File: src/design/srf_pkg.sv
// Package: state and event codes plus the item, result and context types of the endpoint.
`timescale 1ns / 1ps

package srf_pkg;

   // Endpoint states
   localparam logic [2:0] ST_PREP     = 3'd0;
   localparam logic [2:0] ST_REGREQ   = 3'd1;
   localparam logic [2:0] ST_IDLE     = 3'd2;
   localparam logic [2:0] ST_CALL     = 3'd3;
   localparam logic [2:0] ST_DEREGREQ = 3'd4;
   localparam logic [2:0] ST_RELEASED = 3'd5;
   localparam logic [2:0] ST_FREED    = 3'd6;

   // Event codes
   localparam logic [3:0] FN_REG_ACCEPT   = 4'd0;
   localparam logic [3:0] FN_REG_DENY     = 4'd1;
   localparam logic [3:0] FN_DEREG_ACCEPT = 4'd2;
   localparam logic [3:0] FN_DEREG_DENY   = 4'd3;
   localparam logic [3:0] FN_SETUP        = 4'd4;
   localparam logic [3:0] FN_DESTROY      = 4'd5;
   localparam logic [3:0] FN_CONSTRUCT    = 4'd6;
   localparam logic [3:0] FN_REG_REQ      = 4'd7;
   localparam logic [3:0] FN_DEREG_REQ    = 4'd8;
   localparam logic [3:0] FN_QUEUE_EMPTY  = 4'd9;
   localparam logic [3:0] FN_QUERY        = 4'd10;

   localparam int RSP_BITS = 51;
   localparam int RSP_PAD  = 5;

   typedef struct packed {
      logic [3:0]  func;
      logic        attributes_present;
      logic [23:0] call_reference;
      logic [2:0]  target_state;
   } srf_item_type;

   typedef struct packed {
      logic        query_granted;
      logic [2:0]  current_state;
      logic        id_valid;
      logic [15:0] assigned_id;
      logic        freed;
      logic        deregister_issued;
      logic [23:0] offered_call_reference;
      logic        call_offered;
      logic        fatal_missing_service;
      logic        wrong_state;
      logic        approved;
   } srf_result_type;

   typedef struct packed {
      logic [2:0] fsm_state;
      logic       marked_for_deletion;
      logic       first_construction;
   } srf_ctx_type;

endpackage

File: src/design/srf_event_decode.sv
// Event decoder: next endpoint context and result for one event item.
`timescale 1ns / 1ps

module srf_event_decode
   import srf_pkg::*;
(
   input  srf_ctx_type    ctx,
   input  srf_item_type   item,
   input  logic [15:0]    service_id,
   output srf_ctx_type    ctx_next,
   output srf_result_type result
);

   always_comb begin
      ctx_next = ctx;
      result   = '0;
      if (ctx.fsm_state == ST_FREED) begin
         result.wrong_state = 1'b1;
      end else if (!item.attributes_present && item.func != FN_CONSTRUCT &&
                   item.func != FN_QUEUE_EMPTY && item.func != FN_QUERY) begin
         result.fatal_missing_service = 1'b1;
      end else begin
         unique case (item.func)
            FN_REG_ACCEPT: begin
               if (ctx.fsm_state == ST_REGREQ) begin
                  ctx_next.fsm_state = ST_IDLE;
                  result.approved    = 1'b1;
               end else result.wrong_state = 1'b1;
            end
            FN_REG_DENY: begin
               if (ctx.fsm_state == ST_REGREQ) begin
                  ctx_next.fsm_state = ST_RELEASED;
                  result.approved    = 1'b1;
               end else result.wrong_state = 1'b1;
            end
            FN_DEREG_ACCEPT: begin
               if (ctx.fsm_state == ST_DEREGREQ) begin
                  if (ctx.marked_for_deletion) begin
                     ctx_next.fsm_state = ST_FREED;
                     result.freed       = 1'b1;
                  end else begin
                     ctx_next.fsm_state = ST_RELEASED;
                     result.approved    = 1'b1;
                  end
               end else result.wrong_state = 1'b1;
            end
            FN_DEREG_DENY: begin
               if (ctx.fsm_state == ST_DEREGREQ) result.approved = 1'b1;
               else result.wrong_state = 1'b1;
            end
            FN_SETUP: begin
               if (ctx.fsm_state == ST_IDLE || ctx.fsm_state == ST_CALL) begin
                  ctx_next.fsm_state            = ST_CALL;
                  result.call_offered           = 1'b1;
                  result.offered_call_reference = item.call_reference;
                  result.approved               = 1'b1;
               end else result.wrong_state = 1'b1;
            end
            FN_DESTROY: begin
               result.assigned_id           = service_id;
               result.id_valid              = 1'b1;
               result.approved              = 1'b1;
               ctx_next.marked_for_deletion = 1'b1;
               if (ctx.fsm_state inside {ST_IDLE, ST_CALL, ST_REGREQ, ST_DEREGREQ}) begin
                  result.deregister_issued = (ctx.fsm_state != ST_DEREGREQ);
                  ctx_next.fsm_state       = ST_RELEASED;
               end else begin
                  ctx_next.fsm_state = ST_FREED;
                  result.freed       = 1'b1;
               end
            end
            FN_CONSTRUCT: begin
               if (ctx.first_construction) begin
                  result.assigned_id          = service_id;
                  result.id_valid             = 1'b1;
                  ctx_next.first_construction = 1'b0;
               end
            end
            FN_REG_REQ: begin
               if (ctx.fsm_state == ST_PREP) begin
                  ctx_next.fsm_state = ST_REGREQ;
                  result.approved    = 1'b1;
               end else result.wrong_state = 1'b1;
            end
            FN_DEREG_REQ: begin
               if (ctx.fsm_state == ST_IDLE || ctx.fsm_state == ST_CALL) begin
                  ctx_next.fsm_state = ST_DEREGREQ;
                  result.approved    = 1'b1;
               end else result.wrong_state = 1'b1;
            end
            FN_QUEUE_EMPTY: begin
               if (ctx.fsm_state == ST_CALL) ctx_next.fsm_state = ST_IDLE;
            end
            FN_QUERY: begin
               unique case (item.target_state)
                  ST_REGREQ:   result.query_granted = (ctx.fsm_state == ST_PREP);
                  ST_IDLE:     result.query_granted = (ctx.fsm_state == ST_REGREQ);
                  ST_DEREGREQ: result.query_granted = (ctx.fsm_state == ST_IDLE) ||
                                                      (ctx.fsm_state == ST_CALL);
                  default:     result.query_granted = 1'b0;
               endcase
            end
            default: begin
               // unknown event: context unchanged, no flags raised
            end
         endcase
      end
      result.current_state = ctx_next.fsm_state;
   end

endmodule

File: src/design/service_registration_fsm.sv
// Top level: service-registration endpoint with event input stage and result register.
`timescale 1ns / 1ps
// An accepted item passes the input stage, then the result register, to rsp_*.
// Throughput: one item per cycle while rsp_tready stays high; the input stage and
//   the result register each hold one item, so one more item is taken while a
//   result waits, then req_tready drops until rsp_tready returns.
// Reset: synchronous, active high; state goes to preparing, deletion mark clears,
//   first-construction flag sets, service_id returns to 0, both stages empty.

module service_registration_fsm
   import srf_pkg::*;
(
   input  logic        clock,
   input  logic        reset,
   // event item in
   input  logic        req_tvalid,
   output logic        req_tready,
   input  logic [31:0] req_tdata,   // [0] attributes_present, [24:1] call_reference,
                                    // [27:25] target_state, [31:28] zero
   input  logic [3:0]  req_tuser,   // [3:0] func
   // result item out
   output logic        rsp_tvalid,
   input  logic        rsp_tready,
   output logic [55:0] rsp_tdata,   // [0] approved, [1] wrong_state,
                                    // [2] fatal_missing_service, [3] call_offered,
                                    // [27:4] offered_call_reference,
                                    // [28] deregister_issued, [29] freed,
                                    // [45:30] assigned_id, [46] id_valid,
                                    // [49:47] current_state, [50] query_granted,
                                    // [55:51] zero
   // configuration
   input  logic        csr_wr_en,
   input  logic [15:0] csr_wr_data
);

   logic           in_valid_ff;
   srf_item_type   in_item_ff;
   logic           rsp_valid_ff;
   srf_result_type rsp_data_ff;
   srf_ctx_type    ctx_ff;
   srf_ctx_type    ctx_in;
   srf_result_type result_in;
   logic [15:0]    service_id_ff;
   logic           advance;
   logic           req_accept;

   // Move the staged item into the result register when that slot frees up.
   assign advance    = in_valid_ff && (!rsp_valid_ff || rsp_tready);
   assign req_tready = !in_valid_ff || advance;
   assign req_accept = req_tvalid && req_tready;

   // Input stage: capture event payload
   always_ff @(posedge clock) begin
      if (reset) begin
         in_valid_ff <= 1'b0;
      end else if (req_tready) begin
         in_valid_ff <= req_tvalid;
      end
   end

   always_ff @(posedge clock) begin
      if (req_accept) begin
         in_item_ff.func               <= req_tuser;
         in_item_ff.attributes_present <= req_tdata[0];
         in_item_ff.call_reference     <= req_tdata[24:1];
         in_item_ff.target_state       <= req_tdata[27:25];
      end
   end

   // Service identifier register
   always_ff @(posedge clock) begin
      if (reset) begin
         service_id_ff <= '0;
      end else if (csr_wr_en) begin
         service_id_ff <= csr_wr_data;
      end
   end

   srf_event_decode u_decode (
      .ctx        (ctx_ff),
      .item       (in_item_ff),
      .service_id (service_id_ff),
      .ctx_next   (ctx_in),
      .result     (result_in)
   );

   // Endpoint context: advance once per item as it leaves the input stage
   always_ff @(posedge clock) begin
      if (reset) begin
         ctx_ff.fsm_state           <= ST_PREP;
         ctx_ff.marked_for_deletion <= 1'b0;
         ctx_ff.first_construction  <= 1'b1;
      end else if (advance) begin
         ctx_ff <= ctx_in;
      end
   end

   // Result register: hold until taken
   always_ff @(posedge clock) begin
      if (reset) begin
         rsp_valid_ff <= 1'b0;
      end else if (advance) begin
         rsp_valid_ff <= 1'b1;
      end else if (rsp_tready) begin
         rsp_valid_ff <= 1'b0;
      end
   end

   always_ff @(posedge clock) begin
      if (advance) begin
         rsp_data_ff <= result_in;
      end
   end

   assign rsp_tvalid = rsp_valid_ff;
   assign rsp_tdata  = {{RSP_PAD{1'b0}}, rsp_data_ff};

   // Freed is terminal until reset.
   a_freed_sticky: assert property (@(posedge clock) disable iff (reset)
      ctx_ff.fsm_state == ST_FREED |=> ctx_ff.fsm_state == ST_FREED)
      else $error("left freed state");

   // The first-construction flag never comes back without reset.
   a_first_once: assert property (@(posedge clock) disable iff (reset)
      !ctx_ff.first_construction |=> !ctx_ff.first_construction)
      else $error("first-construction flag set again");

   // A reported free always shows the freed state.
   a_freed_state: assert property (@(posedge clock) disable iff (reset)
      rsp_valid_ff && rsp_data_ff.freed |-> rsp_data_ff.current_state == ST_FREED)
      else $error("freed result without freed state");

   // An offered call always leaves the endpoint in active call.
   a_call_state: assert property (@(posedge clock) disable iff (reset)
      rsp_valid_ff && rsp_data_ff.call_offered |-> rsp_data_ff.current_state == ST_CALL)
      else $error("call offered outside active call");

   // The context only moves when an item leaves the input stage.
   a_ctx_hold: assert property (@(posedge clock) disable iff (reset)
      !advance |=> $stable(ctx_ff))
      else $error("context changed with no item");

endmodule

File: config.mk
export PLATFORM = sky130hd
export DESIGN_NAME = service_registration_fsm
export DESIGN_NICKNAME = d
export VERILOG_FILES = /design/src/design/srf_pkg.sv /design/src/design/srf_event_decode.sv /design/src/design/service_registration_fsm.sv
export SDC_FILE = /design/constraint.sdc
export NUM_CORES = 1
export LEC_CHECK = 0
export BUFFER_PORTS_ARGS = -buffer_cell sky130_fd_sc_hd__buf_2
export CAP_MARGIN = 10
export CORE_ASPECT_RATIO = 0.75
export CORE_MARGIN = 2
export CORE_UTILIZATION = 50
export CTS_BUF_LIST = sky130_fd_sc_hd__clkbuf_2
export DETAILED_ROUTE_END_ITERATION = 8
export GPL_ROUTABILITY_DRIVEN = 0
export HOLD_SLACK_MARGIN = 0.12
export PLACE_DENSITY_LB_ADDON = 0.1
export SETUP_SLACK_MARGIN = 0.5
export SYNTH_ARGS = -nofsm -noshare
export SYNTH_HDL_FRONTEND = slang
export SYNTH_HIERARCHICAL = 1
export SYNTH_SLANG_ARGS = --single-unit
File: constraint.sdc
create_clock -name clock -period 4.57 [get_ports clock]
set_input_delay 0.914 -clock clock [delete_from_list [all_inputs] [get_ports clock]]
set_output_delay 0.914 -clock clock [all_outputs]
set_load 0.1 [all_outputs]
==> results of run 1 <==
## registers in the layout, indices dropped and copies added, names as in the netlist
register / cells
in_item_ff: 32
service_id_ff: 16
rsp_tdata: 51
ctx_ff: 5
rsp_tvalid: 1
in_valid_ff: 1
## cells in the mapped netlist, types with 7 or more instances
cell | count | share of area [%]
nand2_1 | 9 | 0.78
edfxtp_1 | 83 | 58
and2_1 | 40 | 5.8
buf_4 | 11 | 1.9
nor2_1 | 30 | 2.6
mux2i_1 | 22 | 5.1
a21oi_1 | 12 | 1.4
nand2b_1 | 13 | 1.9
buf_2 | 7 | 0.81
dfxtp_1 | 23 | 11
## worst paths after layout
path / to / depth (start not counted) / start
worst max register to register: rsp_tdata[45] / 4 / in_item_ff[31]
worst min-delay path: in_item_ff[20] / 1 / req_tdata[18]
worst max-delay path: req_tready / 4 / rsp_tready
worst min register to register: rsp_tdata[10] / 1 / in_item_ff[9]
## report_power, final
group	leakage [uW]	internal, uW	switching [uW]
logic	0.000937	52.1	184
registers	0.00101	1080	20.1
clock network	0.0000714	88.9	317
total	0.00202	1220	522
## cells by family (layout without fill, tap and decap cells)
logic type	Yosys count	count (layout)	share of synthesized area [%]
compound gates	38	38	6.39
xor+xnor	2	2	0.405
buf+inv	29	127	4.74
flops	106	106	68.2
mux	22	22	5.09
other cells	1	5	0.0866
simple gates	115	115	15.1
## layer usage
metal | part of all wire (%) | wire (um) | vias up | global-route usage, %
met5 | 0 | 0 | - | 0
met4 | 0.79 | 60 | 0 | 6.06
li1 | - | - | 1298 | -
met3 | 7.4 | 562 | 4 | 4.98
met2 | 46 | 3460 | 96 | 25.2
met1 | 46 | 3470 | 1232 | 23.7
## through the flow
step / worst slack [ns] / power, uW / util [%] / cell area [um^2] / instances
floorplan: 1.57 / 1320 / - / 4340 / 317
global placement: 2.06 / 1360 / 57.5 / 4840 / 507
detailed placement: 2.04 / 1360 / 57.5 / 4840 / 507
CTS: 1.99 / 1770 / 58.8 / 4950 / 523
global route: 1.94 / 1820 / 58.8 / 4950 / 523
finish: 2.06 / 1740 / 58.8 / 4950 / 523
## critical path, cell delays in order
cell and delay, ns:
buf_2 0.11, nor2b_4 0.18, nand2_1 0.09, buf_2 0.30
## final cells by class
cell class	count	area [um^2]	area share, %
Tap cell	108	135	2.73
Sequential cell	106	2950	59.6
Inverter	5	18.8	0.379
Clock buffer	10	50.0	1.01
Clock inverter	6	62.6	1.26
Timing Repair Buffer	106	533	10.8
Multi-Input combinational cell	182	1200	24.2
==> results.sh, run 1 <==
export IMPL_initial_utilization_pct=51.4
export IMPL_rsz0062_at_grt="no"
export IMPL_power_density_nw_per_um2=352
export IMPL_fin_tns_setup_ns=0
export IMPL_tightest_slew_ns=1.01
export IMPL_ys_ff_latch=106
export IMPL_path_class="primary input to output pin"
export IMPL_cts_root_buf="clkbuf_2"
export IMPL_num_io_pins=115
export IMPL_track_usage_pct=16.9
export IMPL_clkSlewWorstSetupHoldPaths_ns=0.30
export IMPL_crit_fanout=4
export IMPL_dr_first_iter_drc_count=169
export IMPL_drtPass1Iterations=4
export IMPL_cts_setup_buffers=0
export IMPL_finalClockSkew_ns=0.0307
export IMPL_antenna_found_initial=0
export IMPL_fin_crit_sh_pct=55.0
export IMPL_wl_per_cell_um=14.4
export IMPL_hold_viol_final=0
export IMPL_ys_types=45
export IMPL_vias_per_cell=5.03
export IMPL_post_cts_resized=0
export IMPL_post_route_min_period_ns=2.51
export IMPL_reg2reg_slack_ns=2.44
export IMPL_synth_edf_count=83
export IMPL_netlist_instances=313
export IMPL_syn_area_um2=4330
export IMPL_wl_um=7560
export IMPL_core_area_um2=8420
export IMPL_setup_violations=0
export IMPL_grt_max_degree=39
export IMPL_layout_drive_gt1_share_pct=31.6
export IMPL_fmax_mhz=398
export IMPL_synth_flop_cell="edfxtp_1"
export IMPL_synthArstFlopShare_pct=0
export IMPL_start_kind="primary input"
export IMPL_clkSinkCount=106
export IMPL_final_max_slew_viol_count=0
export IMPL_min_path_type="primary input to flop"
export IMPL_die_area_um2=9420
export IMPL_worstSetupEndpointType="output pin"
export IMPL_arrival_ns=1.60
export IMPL_ctsHoldBuffers=0
export IMPL_num_rows=29
export IMPL_num_antenna_cells=0
export IMPL_holdWs_ns=0.484
export IMPL_maxCapViolCount=0
export IMPL_clock_latency_ns=0.57
export IMPL_max_vdd_ir_drop_v=0.000190
export IMPL_drc=0
export IMPL_maxSlewHeadroom_pct=32.7
export IMPL_grt_pass1_wl_um=12400
export IMPL_vias=2630
export IMPL_die_y_um=84.6
export IMPL_required_ns=3.66
export IMPL_cts_made_buffers=9
export IMPL_cellLeakagePower_uw=0.00202
export IMPL_final_common_cell="buf_2"
export IMPL_place_hpwl_um=5160
export IMPL_port_buffers=105
export IMPL_synthToLayoutAreaGrowth_pct=14.5
export IMPL_htreeDepth=3
export IMPL_yosysSeqAreaShare_pct=68.2
export IMPL_grt_pass1_vias=2465
export IMPL_fill_cells=700
export IMPL_clk_path_buf_depth=2
export IMPL_ant_nets=0
export IMPL_yosys_warnings=6
export IMPL_overflow=0
export IMPL_layout_common_cells="105 x buf_2, 83 x edfxtp_1, 40 x and2_1, 30 x nor2_1, 23 x dfxtp_1"
export IMPL_status="finished clean"
export IMPL_die_w_um=111
export IMPL_avgSynthCellArea_um2=13.8
export IMPL_cts_tree="done"
export IMPL_nets=467
No activity file was read; power rests on OpenSTA's default activity.
==> inputs of run 2 (changes only) <==
--- a/config.mk
+++ b/config.mk
@@ -9,7 +9,7 @@
 export CAP_MARGIN = 10
 export CORE_ASPECT_RATIO = 0.75
 export CORE_MARGIN = 2
-export CORE_UTILIZATION = 50
+export CORE_UTILIZATION = 49
 export CTS_BUF_LIST = sky130_fd_sc_hd__clkbuf_2
 export DETAILED_ROUTE_END_ITERATION = 8
 export GPL_ROUTABILITY_DRIVEN = 0
==> constraint.sdc (replaced) <==
create_clock -name clock -period 2.2 [get_ports clock]
set_input_delay 0.44 -clock clock [delete_from_list [all_inputs] [get_ports clock]]
set_output_delay 0.44 -clock clock [all_outputs]
set_load 0.1 [all_outputs]
==> run 2 against run 1 <==
Final area up 24%. Critical path type is now flop to output pin. Critical path depth shrank 1. Global-route usage grew 2.1 points. Total power increased by 120%. Critical endpoint unchanged. Utilization up 13 points. Clock power is 110% higher. Setup slack lost 1.7 ns. Combinational power grew to 2.8 times the previous value.
==> results.sh, run 2 (synthesized netlist as in run 1, its figures left out) <==
export IMPL_clk_path_buf_depth=2
export IMPL_antenna_found_initial=0
export IMPL_required_ns=1.76
export IMPL_start_kind="flop"
export IMPL_grt_pass1_vias=2849
export IMPL_port_buffers=105
export IMPL_die_w_um=113
export IMPL_cp_num_buf_inv=1
export IMPL_pwr_share_seq_pct=60.1
export IMPL_critPathMaxStageDelay_ns=0.41
export IMPL_cp_cell_sequence="nor2b_4 > nand2_2 > buf_12"
export IMPL_wl_per_cell_um=15.1
export IMPL_clkSlewWorstSetupHoldPaths_ns=0.29
export IMPL_max_vdd_ir_drop_v=0.000430
export IMPL_cts_root_buf="clkbuf_2"
export IMPL_ant_nets=0
export IMPL_min_path_type="primary input to flop"
export IMPL_path_class="flop to output pin"
export IMPL_setup_violations=0
export IMPL_power_density_nw_per_um2=619
export IMPL_arrival_ns=1.37
export IMPL_clock_latency_ns=0.56
export IMPL_rsz0062_at_grt="yes"
export IMPL_fill_cells=599
export IMPL_power_share_clock_pct=22.2
export IMPL_total_power_uw=3800
export IMPL_fin_tns_setup_ns=0
export IMPL_largest_reg_flops=51
export IMPL_htreeDepth=3
export IMPL_layout_drive_gt1_share_pct=36.3
export IMPL_cp_slowest_cell="dfxtp_4"
export IMPL_overflow=0
export IMPL_vias_per_cell=4.89
export IMPL_layout_common_cells="83 x edfxtp_1, 57 x buf_6, 52 x buf_2, 50 x dlygate4sd3_1, 40 x and2_1"
export IMPL_final_max_slew_viol_count=0
export IMPL_vias=2923
export IMPL_clkSinkCount=106
export IMPL_finalClockSkew_ns=0.0307
export IMPL_drc=0
export IMPL_wl_um=9020
export IMPL_cts_tree="done"
export IMPL_intPower_uw=2680
export IMPL_post_route_min_period_ns=1.81
export IMPL_initial_utilization_pct=50.8
export IMPL_status="finished clean"
export IMPL_num_antenna_cells=0
export IMPL_maxCapViolCount=0
export IMPL_netSwitchingPower_uw=1130
export IMPL_fin_crit_sh_pct=82.5
export IMPL_hold_viol_final=0
export IMPL_worstSetupEndpointType="output pin"
export IMPL_cts_made_buffers=9
export IMPL_synthToLayoutAreaGrowth_pct=41.9
export IMPL_tightest_slew_ns=0.512
export IMPL_grt_max_degree=57
export IMPL_switching_share_pct=29.6
export IMPL_maxSlewHeadroom_pct=65.9
export IMPL_p_comb_share_pct=17.7
export IMPL_place_hpwl_um=5190
export IMPL_crit_fanout=2
export IMPL_nets=542
export IMPL_num_io_pins=115
export IMPL_final_common_cell="edfxtp_1"
export IMPL_die_y_um=85.4
export IMPL_drtPass1Iterations=4
export IMPL_core_area_um2=8530
export IMPL_dr_first_iter_drc_count=148
export IMPL_cellLeakagePower_uw=0.00250
export IMPL_track_usage_pct=19.0
export IMPL_num_rows=29
export IMPL_fmax_mhz=551
export IMPL_grt_pass1_wl_um=14100
export IMPL_die_area_um2=9610
export IMPL_crit_family="flip-flops"
## run 2: cell types whose count changed in the layout (fill, tap and decap cells not counted), sizes merged
cell         previous run  this run
dlygate4sd3             0        50
buf                   106       131
clkinv                  4         2
inv                     7         9
## run 2: power groups by stage
stage	logic, uW	registers, uW	clock network, uW
after floorplan	200	2530	0
after global placement	507	2320	0
after detailed placement	512	2330	0
after CTS	644	2290	890
after global routing	708	2300	973
final	675	2280	843
## run 2: cell type report
type                    count  area, um^2  area share [%]
clock buffers              10        50.0           0.815
repair buffers            181        1610            26.2
well taps                 108         135            2.20
flip-flops and latches    106        2960            48.3
clock inverters             6        57.6           0.937
inverters                   5        18.8           0.306
multi-input cells         182        1310            21.3
## run 2: worst register-to-register path, stage by stage (launching register included)
cell,delay [ns]
edfxtp_1,0.54
buf_6,0.17
nor2b_4,0.12
and3_4,0.18
a32oi_2,0.23
o31a_1,0.20
o221ai_2,0.11
nand2b_1,0.09
mux2i_1,0.06
## run 2: metrics by stage
| stage | instances | setup WS, ns | instance area [um^2] | hold slack [ns] | util [%] |
|---|---|---|---|---|---|
| finish | 598 | 0.386 | 6140 | 0.285 | 72.0 |
| global route | 598 | 0.226 | 6140 | 0.210 | 72.0 |
| CTS | 592 | 0.297 | 6000 | 0.206 | 70.4 |
| detailed placement | 514 | 0.294 | 4930 | 0.470 | 57.8 |
| global placement | 514 | 0.302 | 4930 | 0.464 | 57.8 |
| floorplan | 317 | 0.498 | 4370 | 0.452 | - |
## run 2: routing by layer
layer	vias up	GRT usage, %	part of all wire, %	routed length, um
li1	1448	-	-	-
met1	1357	24.8	42	3800
met2	107	31.2	51	4630
met3	11	6.07	5.5	497
met4	0	4.99	1.1	97
met5	-	0	0	0
## run 2: final timing paths
check | slack [ns] | depth (start not counted) | to | start
hold / removal | 0.29 | 2 | service_id_ff[13] | reset
setup / recovery | 0.39 | 3 | req_tready | rsp_tvalid
hold reg to reg | 0.53 | 2 | service_id_ff[14] | service_id_ff[14]
setup reg to reg | 0.42 | 8 | ctx_ff[3] | in_item_ff[29]
## run 2: repair_timing
item / CTS / global route
buffers inserted: 12 / 6
hold endpoints to repair: 49 / 0
cloned: 0 / 0
endpoints found under the setup margin: 98 / 102
pin swaps: 4 / 2
hold buffers: 50 / 0
resized for setup: 117 / 26
==> inputs of run 3 (changes only) <==
--- a/config.mk
+++ b/config.mk
@@ -9,7 +9,7 @@
 export CAP_MARGIN = 10
 export CORE_ASPECT_RATIO = 0.75
 export CORE_MARGIN = 2
-export CORE_UTILIZATION = 49
+export CORE_UTILIZATION = 50
 export CTS_BUF_LIST = sky130_fd_sc_hd__clkbuf_2
 export DETAILED_ROUTE_END_ITERATION = 8
 export GPL_ROUTABILITY_DRIVEN = 0
==> constraint.sdc (replaced) <==
create_clock -name clock -period 1.8 [get_ports clock]
set_input_delay 0.36 -clock clock [delete_from_list [all_inputs] [get_ports clock]]
set_output_delay 0.36 -clock clock [all_outputs]
set_load 0.1 [all_outputs]
==> run 3 against run 2 <==
The run now ends with setup timing left. Total power increased by 34%. Sequential share of layout area decreased by 9.0 points. Setup slack got worse by 0.46 ns. Final area increased by 23%. Register-to-register slack got worse by 0.49 ns. Critical endpoint is now ctx_ff[3].
==> results.sh, run 3 (synthesized netlist as in run 1, its figures left out) <==
export IMPL_cts_tree="done"
export IMPL_setup_violations=38
export IMPL_place_hpwl_um=5410
export IMPL_clkSlewWorstSetupHoldPaths_ns=0.33
export IMPL_fill_cells=314
export IMPL_num_antenna_cells=0
export IMPL_violations="setup timing"
export IMPL_vias_per_cell=5.52
export IMPL_rr_startpoint="ctx_ff[2]"
export IMPL_final_common_cell="edfxtp_1"
export IMPL_stdcell_count=646
export IMPL_holdWs_ns=0.171
export IMPL_ant_nets=0
export IMPL_cellLeakagePower_uw=0.00307
export IMPL_wl_um=14600
export IMPL_cp_startpoint="ctx_ff[2]"
export IMPL_track_usage_pct=25.9
export IMPL_drc=0
export IMPL_port_buffers=105
export IMPL_clock_latency_ns=0.62
export IMPL_core_area_um2=8420
export IMPL_maxCapViolCount=0
export IMPL_start_kind="flop"
export IMPL_worstSetupEndpointType="flop"
export IMPL_dp_cells=529
export IMPL_status="complete, but fails checks"
export IMPL_post_route_min_period_ns=1.87
export IMPL_pre_cts_ws_ns=0.0454
export IMPL_max_vdd_ir_drop_v=0.000474
export IMPL_place_area_um2=5060
export IMPL_tightest_slew_ns=1.09
export IMPL_layout_drive_gt1_share_pct=54.3
export IMPL_clk_path_buf_depth=2
export IMPL_dr_first_iter_drc_count=312
export IMPL_wl_per_cell_um=22.6
export IMPL_overflow=0
export IMPL_final_max_slew_viol_count=0
export IMPL_antenna_found_initial=0
export IMPL_vias=3568
export IMPL_maxSlewHeadroom_pct=26.9
export IMPL_fin_crit_sh_pct=104
export IMPL_cts_made_buffers=9
export IMPL_required_ns=2.37
export IMPL_die_w_um=111
export IMPL_min_path_type="primary input to flop"
export IMPL_power_density_nw_per_um2=671
export IMPL_grt_pass1_wl_um=18600
export IMPL_hold_viol_final=0
export IMPL_fin_area_um2=7560
export IMPL_cts_root_buf="clkbuf_2"
export IMPL_rsz0062_at_grt="yes"
export IMPL_htreeDepth=3
export IMPL_initial_utilization_pct=51.4
export IMPL_nets=590
export IMPL_arrival_ns=2.44
export IMPL_layout_common_cells="83 x edfxtp_1, 58 x buf_12, 53 x buf_2, 49 x dlygate4sd3_1, 39 x and2_4"
export IMPL_num_rows=29
export IMPL_die_y_um=84.6
export IMPL_path_class="flop to flop"
export IMPL_crit_fanout=7
export IMPL_fmax_mhz=535
export IMPL_grt_max_degree=33
export IMPL_setup_slack_ns=-0.0708
export IMPL_hold_path_startpoint="reset"
export IMPL_synthToLayoutAreaGrowth_pct=74.7
export IMPL_num_io_pins=115
export IMPL_finalClockSkew_ns=0.0479
export IMPL_clkSinkCount=106
export IMPL_drtPass1Iterations=5
export IMPL_grt_pass1_vias=3391
export IMPL_die_area_um2=9420
export IMPL_fin_tns_setup_ns=-1.01
export IMPL_largest_reg_flops=51
==> run 3: cell types whose count changed in the layout (fill, tap and decap cells not counted), moves of 3 or more <==
| cell | change |
|---|---|
| a21oi_1 | -3 |
| buf_16 | +8 |
| buf_6 | -32 |
| buf_4 | +17 |
| nor2_4 | +3 |
| and2_1 | -39 |
| nor2_1 | -5 |
| and2_4 | +39 |
| nand2_1 | -3 |
| buf_12 | +54 |
==> run 3: path summary, 6_finish.rpt <==
check                       to  slack, ns  cells past startpoint
min          service_id_ff[13]       0.17                      2
min reg2reg   service_id_ff[8]       0.56                      2
max                  ctx_ff[3]      -0.07                      7
max reg2reg          ctx_ff[3]      -0.07                      7
==> run 3: area by class of cell <==
type	count	area (um^2)	share of cell area [%]
Clock buffer	10	50.0	0.662
Tap cell	108	135	1.79
Inverter	5	23.8	0.314
Multi-Input combinational cell	182	1610	21.3
Timing Repair Buffer	229	2720	36.0
Sequential cell	106	2970	39.2
Clock inverter	6	56.3	0.745
==> run 3: critical path: stages, from the launching register on <==
cell and delay, ns:
dfxtp_4 0.46, nor2_1 0.26, xor2_1 0.34, a32oi_4 0.11, o31a_1 0.16, o221ai_2 0.24
nand2b_1 0.10, mux2i_1 0.15
==> run 3: routing by layer <==
layer  up-vias  part of all wire, %  GRT usage (%)
met5         -                    0              0
li1       1548                    -              -
met1      1756                   38           32.3
met3        49                  7.8           6.71
met4         0                  3.2           7.86
met2       215                   51           44.9
==> run 3: what timing repair did <==
item	4_1_cts	5_1_grt
endpoints found under the setup margin	192	192
hold buffers	49	0
setup buffers	27	14
gates cloned	10	1
resized for setup	299	55
hold endpoints to repair	49	0
pin swaps	46	28
==> run 3: per-stage QoR <==
step | power (uW) | util, %
detailed placement | 3490 | 60.2
finish | 5080 | 89.8
CTS | 4930 | 85.4
global placement | 3480 | 60.2
floorplan | 3350 | -
global route | 5220 | 89.8
==> run 3: report_power, final <==
part | total (uW) | switching (uW) | internal, uW
registers | 2820 | 77.0 | 2750
logic | 1130 | 626 | 503
clock network | 1120 | 897 | 227
